File: config.mk
export PLATFORM = sky130hd
export DESIGN_NAME = sequence_max_pool_argmax_core
export DESIGN_NICKNAME = d
export VERILOG_FILES = /design/src/rtl/smpa_pkg.sv /design/src/rtl/smpa_ram.sv /design/src/rtl/smpa_ctl.sv /design/src/rtl/smpa_upd.sv /design/src/rtl/sequence_max_pool_argmax_core.sv
export SDC_FILE = /design/constraint.sdc
export NUM_CORES = 2
export LEC_CHECK = 0
export ABC_AREA = 1
export ABC_CLOCK_PERIOD_IN_PS = 5460
export BUFFER_PORTS_ARGS = -buffer_cell sky130_fd_sc_hd__buf_4
export CAP_MARGIN = 20
export CELL_PAD_IN_SITES_DETAIL_PLACEMENT = 0
export CELL_PAD_IN_SITES_GLOBAL_PLACEMENT = 1
export CORE_MARGIN = 2
export CORE_UTILIZATION = 51
export CTS_CLUSTER_DIAMETER = 120
export DETAILED_ROUTE_END_ITERATION = 16
export PLACE_DENSITY = 0.92
export REMOVE_ABC_BUFFERS = 1
export SETUP_SLACK_MARGIN = 0.15
export SYNTH_ARGS = -nofsm -noshare
export SYNTH_HDL_FRONTEND = slang
export SYNTH_SLANG_ARGS = --single-unit
File: constraint.sdc
create_clock -name i_clk -period 5.46 [get_ports i_clk]
set_input_delay 0.273 -clock i_clk [delete_from_list [all_inputs] [get_ports i_clk]]
set_output_delay 0.273 -clock i_clk [all_outputs]
set_load 0.05 [all_outputs]
File: src/rtl/smpa_pkg.sv
// Shared types and constants for the sequence max pool / argmax block.
// No dependencies; smpa_ctl, smpa_upd, the top level and smpa_chk import this package.
`default_nettype none
package smpa_pkg;

    localparam int MAX_FEATURES = 64;
    localparam int SAMPLE_WIDTH = 16;
    localparam int ROW_W        = 32;
    localparam int COL_W        = 6;
    localparam int CNT_W        = 7;
    localparam int IN_DATA_W    = 16;
    localparam int OUT_DATA_W   = 56;
    localparam int PADDR_W      = 3;
    localparam int PDATA_W      = 32;

    // register index taken from paddr[2]
    localparam logic REG_FEATURE_COUNT = 1'b0;

    typedef struct packed {
        logic signed [SAMPLE_WIDTH-1:0] sample;
        logic                           last;
        logic                           row_end;
        logic                           first;
        logic [COL_W-1:0]               col;
        logic [ROW_W-1:0]               row;
    } t_elem;

    typedef struct packed {
        logic signed [SAMPLE_WIDTH-1:0] max_value;
        logic [ROW_W-1:0]               max_row;
    } t_entry;

    localparam int ENTRY_W = $bits(t_entry);

endpackage
`default_nettype wire

File: src/rtl/smpa_ram.sv
// Generic single-clock RAM: one write port, one read port, registered read.
// Reads return the old contents when the same address is written that cycle.
`default_nettype none
module smpa_ram #(
    parameter int WIDTH = 8,
    parameter int DEPTH = 16
) (
    input  wire logic                     i_clk,
    input  wire logic                     i_we,
    input  wire logic [$clog2(DEPTH)-1:0] i_waddr,
    input  wire logic [WIDTH-1:0]         i_wdata,
    input  wire logic                     i_re,
    input  wire logic [$clog2(DEPTH)-1:0] i_raddr,
    output logic      [WIDTH-1:0]         o_rdata
);

    logic [WIDTH-1:0] r_mem [DEPTH];

    always_ff @(posedge i_clk) begin
        if (i_we) begin
            r_mem[i_waddr] <= i_wdata;
        end
        if (i_re) begin
            o_rdata <= r_mem[i_raddr];
        end
    end

endmodule
`default_nettype wire

File: src/rtl/smpa_ctl.sv
// Front end: feature_count register on the APB port, column/row counters and
// sequence-start flag. Builds the per-beat element descriptor. Uses smpa_pkg.
`default_nettype none
module smpa_ctl
    import smpa_pkg::*;
(
    input  wire logic               i_clk,
    input  wire logic               i_rst_n,
    input  wire logic               psel,
    input  wire logic               penable,
    input  wire logic               pwrite,
    input  wire logic [PADDR_W-1:0] paddr,
    input  wire logic [PDATA_W-1:0] pwdata,
    output logic      [PDATA_W-1:0] prdata,
    output logic                    pready,
    input  wire logic               i_accept,
    input  wire logic [IN_DATA_W-1:0] i_tdata,
    input  wire logic               i_tlast,
    output t_elem                   o_elem
);

    logic [CNT_W-1:0] r_feature_count;
    logic [COL_W-1:0] r_col;
    logic [ROW_W-1:0] r_row;
    logic             r_first;

    logic [CNT_W-1:0] cnt;
    logic [CNT_W-1:0] col_ext;
    logic             row_end;

    assign pready = 1'b1;
    assign prdata = (paddr[2] == REG_FEATURE_COUNT)
                  ? {{(PDATA_W-CNT_W){1'b0}}, r_feature_count} : '0;

    always_comb begin
        if (r_feature_count == '0) begin
            cnt = CNT_W'(1);
        end else if (r_feature_count > CNT_W'(MAX_FEATURES)) begin
            cnt = CNT_W'(MAX_FEATURES);
        end else begin
            cnt = r_feature_count;
        end
        // clamp when the count shrank below the current column
        col_ext = ({1'b0, r_col} >= cnt) ? cnt - CNT_W'(1) : {1'b0, r_col};
        row_end = (col_ext + CNT_W'(1)) >= cnt;

        o_elem.sample  = i_tdata[SAMPLE_WIDTH-1:0];
        o_elem.last    = i_tlast;
        o_elem.row_end = row_end;
        o_elem.first   = r_first;
        o_elem.col     = col_ext[COL_W-1:0];
        o_elem.row     = r_row;
    end

    always_ff @(posedge i_clk) begin
        if (!i_rst_n) begin
            r_feature_count <= CNT_W'(1);
            r_col           <= '0;
            r_row           <= '0;
            r_first         <= 1'b1;
        end else begin
            if (psel && penable && pwrite && (paddr[2] == REG_FEATURE_COUNT)) begin
                r_feature_count <= pwdata[CNT_W-1:0];
            end
            if (i_accept) begin
                if (row_end) begin
                    r_col   <= '0;
                    r_row   <= r_row + ROW_W'(1);
                    r_first <= i_tlast;
                end else begin
                    r_col   <= col_ext[COL_W-1:0] + COL_W'(1);
                end
            end
        end
    end

endmodule
`default_nettype wire

File: src/rtl/smpa_upd.sv
// Update stage: compares the beat with the stored column entry, writes it back
// and fills the output register. Forwards the previous write on a same-column
// hit. Uses smpa_pkg; drives the write port of the column RAM.
`default_nettype none
module smpa_upd
    import smpa_pkg::*;
(
    input  wire logic                 i_clk,
    input  wire logic                 i_rst_n,
    input  wire logic                 i_accept,
    input  wire t_elem                i_elem,
    output logic                      o_ready,
    input  wire logic [ENTRY_W-1:0]   i_rdata,
    output logic                      o_we,
    output logic [COL_W-1:0]          o_waddr,
    output logic [ENTRY_W-1:0]        o_wdata,
    output logic                      o_m_tvalid,
    input  wire logic                 i_m_tready,
    output logic [OUT_DATA_W-1:0]     o_m_tdata,
    output logic                      o_m_tlast
);

    t_elem  r_s1;
    logic   r_s1_valid;
    logic   r_fwd_hit;
    t_entry r_fwd_data;

    t_entry stored;
    t_entry updated;
    logic   take;
    logic   fire;

    always_comb begin
        stored  = r_fwd_hit ? r_fwd_data : t_entry'(i_rdata);
        take    = r_s1.first || (r_s1.sample > stored.max_value);
        updated = take ? t_entry'{max_value: r_s1.sample, max_row: r_s1.row} : stored;
        fire    = r_s1_valid && (!o_m_tvalid || i_m_tready);
        o_ready = !r_s1_valid || fire;
        o_we    = fire;
        o_waddr = r_s1.col;
        o_wdata = updated;
    end

    always_ff @(posedge i_clk) begin
        if (!i_rst_n) begin
            r_s1_valid <= 1'b0;
            o_m_tvalid <= 1'b0;
        end else begin
            if (i_accept) begin
                r_s1_valid <= 1'b1;
            end else if (fire) begin
                r_s1_valid <= 1'b0;
            end
            if (fire && r_s1.last) begin
                o_m_tvalid <= 1'b1;
            end else if (i_m_tready) begin
                o_m_tvalid <= 1'b0;
            end
        end
    end

    always_ff @(posedge i_clk) begin
        if (i_accept) begin
            r_s1       <= i_elem;
            // the RAM read this cycle misses a write to the same column
            r_fwd_hit  <= fire && (r_s1.col == i_elem.col);
            r_fwd_data <= updated;
        end
        if (fire && r_s1.last) begin
            o_m_tdata <= {2'b00, r_s1.col, updated.max_row, updated.max_value};
            o_m_tlast <= r_s1.row_end;
        end
    end

endmodule
`default_nettype wire

File: src/rtl/sequence_max_pool_argmax_core.sv
// Top level of the sequence max pool / argmax block.
// Instantiates smpa_ctl, smpa_upd and smpa_ram; uses smpa_pkg.
//
//  Channel   Dir  Handshake             Payload
//  s (in)    in   i_s_tvalid/o_s_tready tdata[15:0] sample_value, tlast last_row
//  m (out)   out  o_m_tvalid/i_m_tready tdata[15:0] max_value, [47:16] max_row,
//                                       [53:48] feature_position; tlast last_of_sequence
//  cfg       in   psel/penable/pwrite   paddr 0: feature_count[6:0]
//
// One beat per cycle while the output is not stalled. The RAM read is registered on the
// accepting edge; compare and write back then load the output register on last_row.
// The column RAM has one read and one write port; back-to-back beats on the
// same column use a forwarding register. Reset sets feature_count to 1 and clears
// counters and handshake state; RAM contents stay undefined until each column is loaded.
// A stalled output holds the update stage, which then drops o_s_tready.
`default_nettype none
module sequence_max_pool_argmax_core
    import smpa_pkg::*;
(
    input  wire logic                  i_clk,
    input  wire logic                  i_rst_n,
    input  wire logic                  i_s_tvalid,
    output logic                       o_s_tready,
    input  wire logic [IN_DATA_W-1:0]  i_s_tdata,   // [15:0] sample_value
    input  wire logic                  i_s_tlast,   // last_row
    output logic                       o_m_tvalid,
    input  wire logic                  i_m_tready,
    output logic [OUT_DATA_W-1:0]      o_m_tdata,   // [15:0] max_value, [47:16] max_row,
                                                    // [53:48] feature_position, zero fill
    output logic                       o_m_tlast,   // last_of_sequence
    input  wire logic                  psel,
    input  wire logic                  penable,
    input  wire logic                  pwrite,
    input  wire logic [PADDR_W-1:0]    paddr,
    input  wire logic [PDATA_W-1:0]    pwdata,
    output logic      [PDATA_W-1:0]    prdata,
    output logic                       pready
);

    t_elem              elem;
    logic               accept;
    logic               we;
    logic [COL_W-1:0]   waddr;
    logic [ENTRY_W-1:0] wdata;
    logic [ENTRY_W-1:0] rdata;

    assign accept = i_s_tvalid && o_s_tready;

    smpa_ctl u_ctl (
        .i_clk    (i_clk),
        .i_rst_n  (i_rst_n),
        .psel     (psel),
        .penable  (penable),
        .pwrite   (pwrite),
        .paddr    (paddr),
        .pwdata   (pwdata),
        .prdata   (prdata),
        .pready   (pready),
        .i_accept (accept),
        .i_tdata  (i_s_tdata),
        .i_tlast  (i_s_tlast),
        .o_elem   (elem)
    );

    smpa_ram #(
        .WIDTH (ENTRY_W),
        .DEPTH (MAX_FEATURES)
    ) u_ram (
        .i_clk   (i_clk),
        .i_we    (we),
        .i_waddr (waddr),
        .i_wdata (wdata),
        .i_re    (accept),
        .i_raddr (elem.col),
        .o_rdata (rdata)
    );

    smpa_upd u_upd (
        .i_clk      (i_clk),
        .i_rst_n    (i_rst_n),
        .i_accept   (accept),
        .i_elem     (elem),
        .o_ready    (o_s_tready),
        .i_rdata    (rdata),
        .o_we       (we),
        .o_waddr    (waddr),
        .o_wdata    (wdata),
        .o_m_tvalid (o_m_tvalid),
        .i_m_tready (i_m_tready),
        .o_m_tdata  (o_m_tdata),
        .o_m_tlast  (o_m_tlast)
    );

endmodule
`default_nettype wire

==> results.yml <==
timing:
  finalCritPeriodShare_pct: 92.2
  finalClockSkew_ns: 0.0730
  tightest_slew_ns: 1.30
  fmax_mhz: 199
  hold_viol: 0
  period_needed_ns: 5.03
  rsz0062_at_grt: "no"
  setup-violations-final: 0
  slew_viol_final: 0
  relSlewSlack_pct: 13.2
setup_path:
  endpoint: "u_ram.o_rdata[35]"
  cp_num_buf_inv: 4
  crit_start: "u_ctl.r_feature_count[6]"
  cp-end-kind: "register"
  cp.required_ns: 6.21
  slowest_stage: "buf_12"
  path_cells: "inv_4 > nand2_1 > o21bai_2 > ha_1 > inv_1 > nand2_1 > nand2_1 > nand2_2 > nand3_4 > or2_2 > nand2_4 > buf_12 > buf_12 > nand3_1 > nand3_1 > nand3_1 > nand2_1"
  rr_endpoint: "u_ram.o_rdata[35]"
  critPathMaxFanout: 98
  timing.rr.start: "u_ctl.r_feature_count[6]"
  r2r_cells: 17
  worstPathArrival_ns: 5.78
  worst-path-stages: 17
  cpMostUsedCell: "nand2_1"
  crit_family: "simple AND/OR/NAND/NOR gates"
  start_kind: "register"
  slowest_delay_ns: 0.73
  reg2reg_slack_ns: 0.43
  crit_type: "register to register"
floorplanning:
  die_w_um: 537
  rows: 195
  core-area_mm2: 0.283
  ios: 151
  die_y_um: 537
  initial_utilization_pct: 51.3
  die_area_mm2: 0.289
clock_network:
  cts.clk_slew.worst_paths_ns: 0.06
  cts_tree: "done"
  numCtsBuffers: 347
  cts.path.max_buffers: 4
  cts_sinks: 3329
  clk_latency_ns: 0.92
  cts-root-buf: "clkbuf_16"
  htreeDepth: 5
cells_and_area:
  seqCellArea_mm2: 0.0995
  final_cell_mix: "3,281 x edfxtp_1, 3,276 x nand3_1, 3,128 x nand2_1"
  final_common_cell: "edfxtp_1"
  multiInputGateArea_mm2: 0.0317
  synthToLayoutAreaGrowth_pct: 12.1
  layout-drive-gt1-share_pct: 7.43
  stdcell_count: 18000
  nFillCells: 22500
  final_nets: 14100
routing:
  num_vias: 102000
  via_per_inst: 5.67
  antenna_left: 0
  drt-total-wl_um: 432000
  drt_iter0_markers: 15400
  drc_errors: 0
  routedWlPerCell_um: 24.0
  drt_first_pass_iters: 6
grt:
  grt_max_degree: 184
  antenna_found_initial: 10
  grt_pass1_wl_um: 626000
  grt_usage_pct: 29.4
  first_global_vias: 96300
  grt_overflow: 0
synthesis:
  synth_edf_count: 3281
  yosysWarnings: 0
  syn_inst: 13900
  avgSynthCellArea_um2: 10.4
  synthTopCellsByArea: "edfxtp_1 68%, nand3_1 11%, nand2_1 8.2%, inv_1 7.6%, buf_2 1.7%"
  ys_seq_elements: 3329
  synth_area_leader_cell: "edfxtp_1"
  syn_area_mm2: 0.145
  ys_seq_area_share_pct: 68.6
  synth_cell_types: 46
  async_reset_ff_share_pct: 0
  synth_ff_type: "edfxtp_1"
  synth_top_area_share_pct: 67.9
run:
  drv_cap: 0
min_path:
  min_from: "i_s_tdata[5]"
  hold_class: "input pin to register"
placed_design:
  hpwl_um: 226000
  gp_congestion: 0.864
  dp.cells: 17300
  port_buffers: 95
outcome:
  status: "finished, final reports clean"
how the worst min path moves through the flow:
stage                     end  cells past startpoint
2_1_floorplan   u_ctl.r_first                      1
3_3_place_gp   u_upd.r_s1[38]                      0
3_5_place_dp   u_upd.r_s1[18]                      0
4_1_cts        u_upd.r_s1[51]                      2
5_1_grt        u_upd.r_s1[46]                      2
6_report       u_upd.r_s1[46]                      2
routing by layer:
metal | wire length [µm] | share of wire (%) | global-route usage [%]
met1 | 155000 | 36 | 38.2
met2 | 196000 | 45 | 46.6
met3 | 53900 | 12 | 6.12
met4 | 27300 | 6.3 | 16.0
met5 | 24 | 0.0056 | 0
cell usage after synthesis, types with 2 or more instances:
cell type / number
edfxtp_1: 3281
nand3_1: 3278
nand2_1: 3180
inv_1: 2956
buf_2: 497
clkbuf_1: 159
nor2_1: 131
buf_1: 66
dfxtp_1: 48
a21oi_1: 42
buf_4: 38
mux2_2: 33
ha_1: 32
o21ai_0: 31
nor3_1: 23
nand3b_1: 16
nand4_1: 16
mux2i_1: 15
inv_2: 6
a31oi_1: 5
nand2_2: 5
xor2_1: 5
o21ai_1: 4
nor2_2: 3
nor4_1: 3
o21ai_2: 3
and2_1: 2
and3_1: 2
buf_6: 2
clkinv_1: 2
conb_1: 2
nor3b_1: 2
or2_2: 2
cell type report:
type	count	area share (%)
Tap cell	3743	2.88
Clock inverter	145	0.783
Sequential cell	3329	61.2
Clock buffer	450	5.67
Inverter	2965	6.86
Timing Repair Buffer	473	3.15
Multi-Input combinational cell	6873	19.5
Antenna cell	4	0.00616
registers in the layout, indices dropped and copies added, names as in the netlist:
register / cells
u_upd.r_s1_valid: 1
u_ctl.r_first: 1
u_ctl.r_col: 6
u_ram.o_rdata: 48
u_ctl.r_row: 32
u_upd.o_m_tvalid: 1
u_ram.r_mem: 3072
u_ctl.r_feature_count: 7
u_upd.r_fwd_hit: 1
u_upd.r_fwd_data: 48
u_upd.r_s1: 51
u_upd.o_m_tlast: 1
u_upd.o_m_tdata: 54
u_upd.o_waddr: 6
worst reg2reg max path, stage by stage (launching register included):
cell and delay [ns]:
dfxtp_1 0.41, inv_4 0.15, nand2_1 0.10, o21bai_2 0.32
ha_1 0.21, inv_1 0.04, nand2_1 0.05, nand2_1 0.06
nand2_2 0.17, nand3_4 0.32, or2_2 0.42, nand2_4 0.13
buf_12 0.51, buf_12 1.10, nand3_1 0.25, nand3_1 0.18
nand3_1 0.30, nand2_1 0.14
through the flow:
| step | utilization, % | hold slack, ns | area (µm²) | worst slack, ns | setup TNS, ns |
|---|---|---|---|---|---|
| after floorplan | - | 0.357 | 142000 | -35.27 | -3948.69 |
| after global placement | 53.7 | 0.444 | 152000 | 0.326 | 0 |
| after detailed placement | 53.7 | 0.448 | 152000 | 0.354 | 0 |
| after CTS | 57.5 | 0.0583 | 163000 | 0.300 | 0 |
| after global routing | 57.6 | 0.0949 | 163000 | 0.213 | 0 |
| final | 57.6 | 0.103 | 163000 | 0.428 | 0 |
cell families (layout without fill, tap and decap cells):
family	after synthesis	in the layout	synth area share, %
compound gates	94	94	0.360
xor+xnor	6	6	0.0362
fa+ha+maj	32	32	0.276
buf+inv	3727	4033	10.2
flops	3329	3329	68.6
mux	48	48	0.360
other cells	2	32	0.00518
simple gates	6665	6665	20.2
timing repair:
| action | 4_1_cts | 5_1_grt |
|---|---|---|
| setup endpoints to repair | 0 | 18 |
| hold endpoints to repair | 55 | 0 |
| hold buffers | 41 | 0 |
| setup buffers | 0 | 0 |
| resized for setup | 0 | 2 |
Power is not shown: default switching activity piles up to over one toggle a cycle in this logic, so the estimate is an artifact.
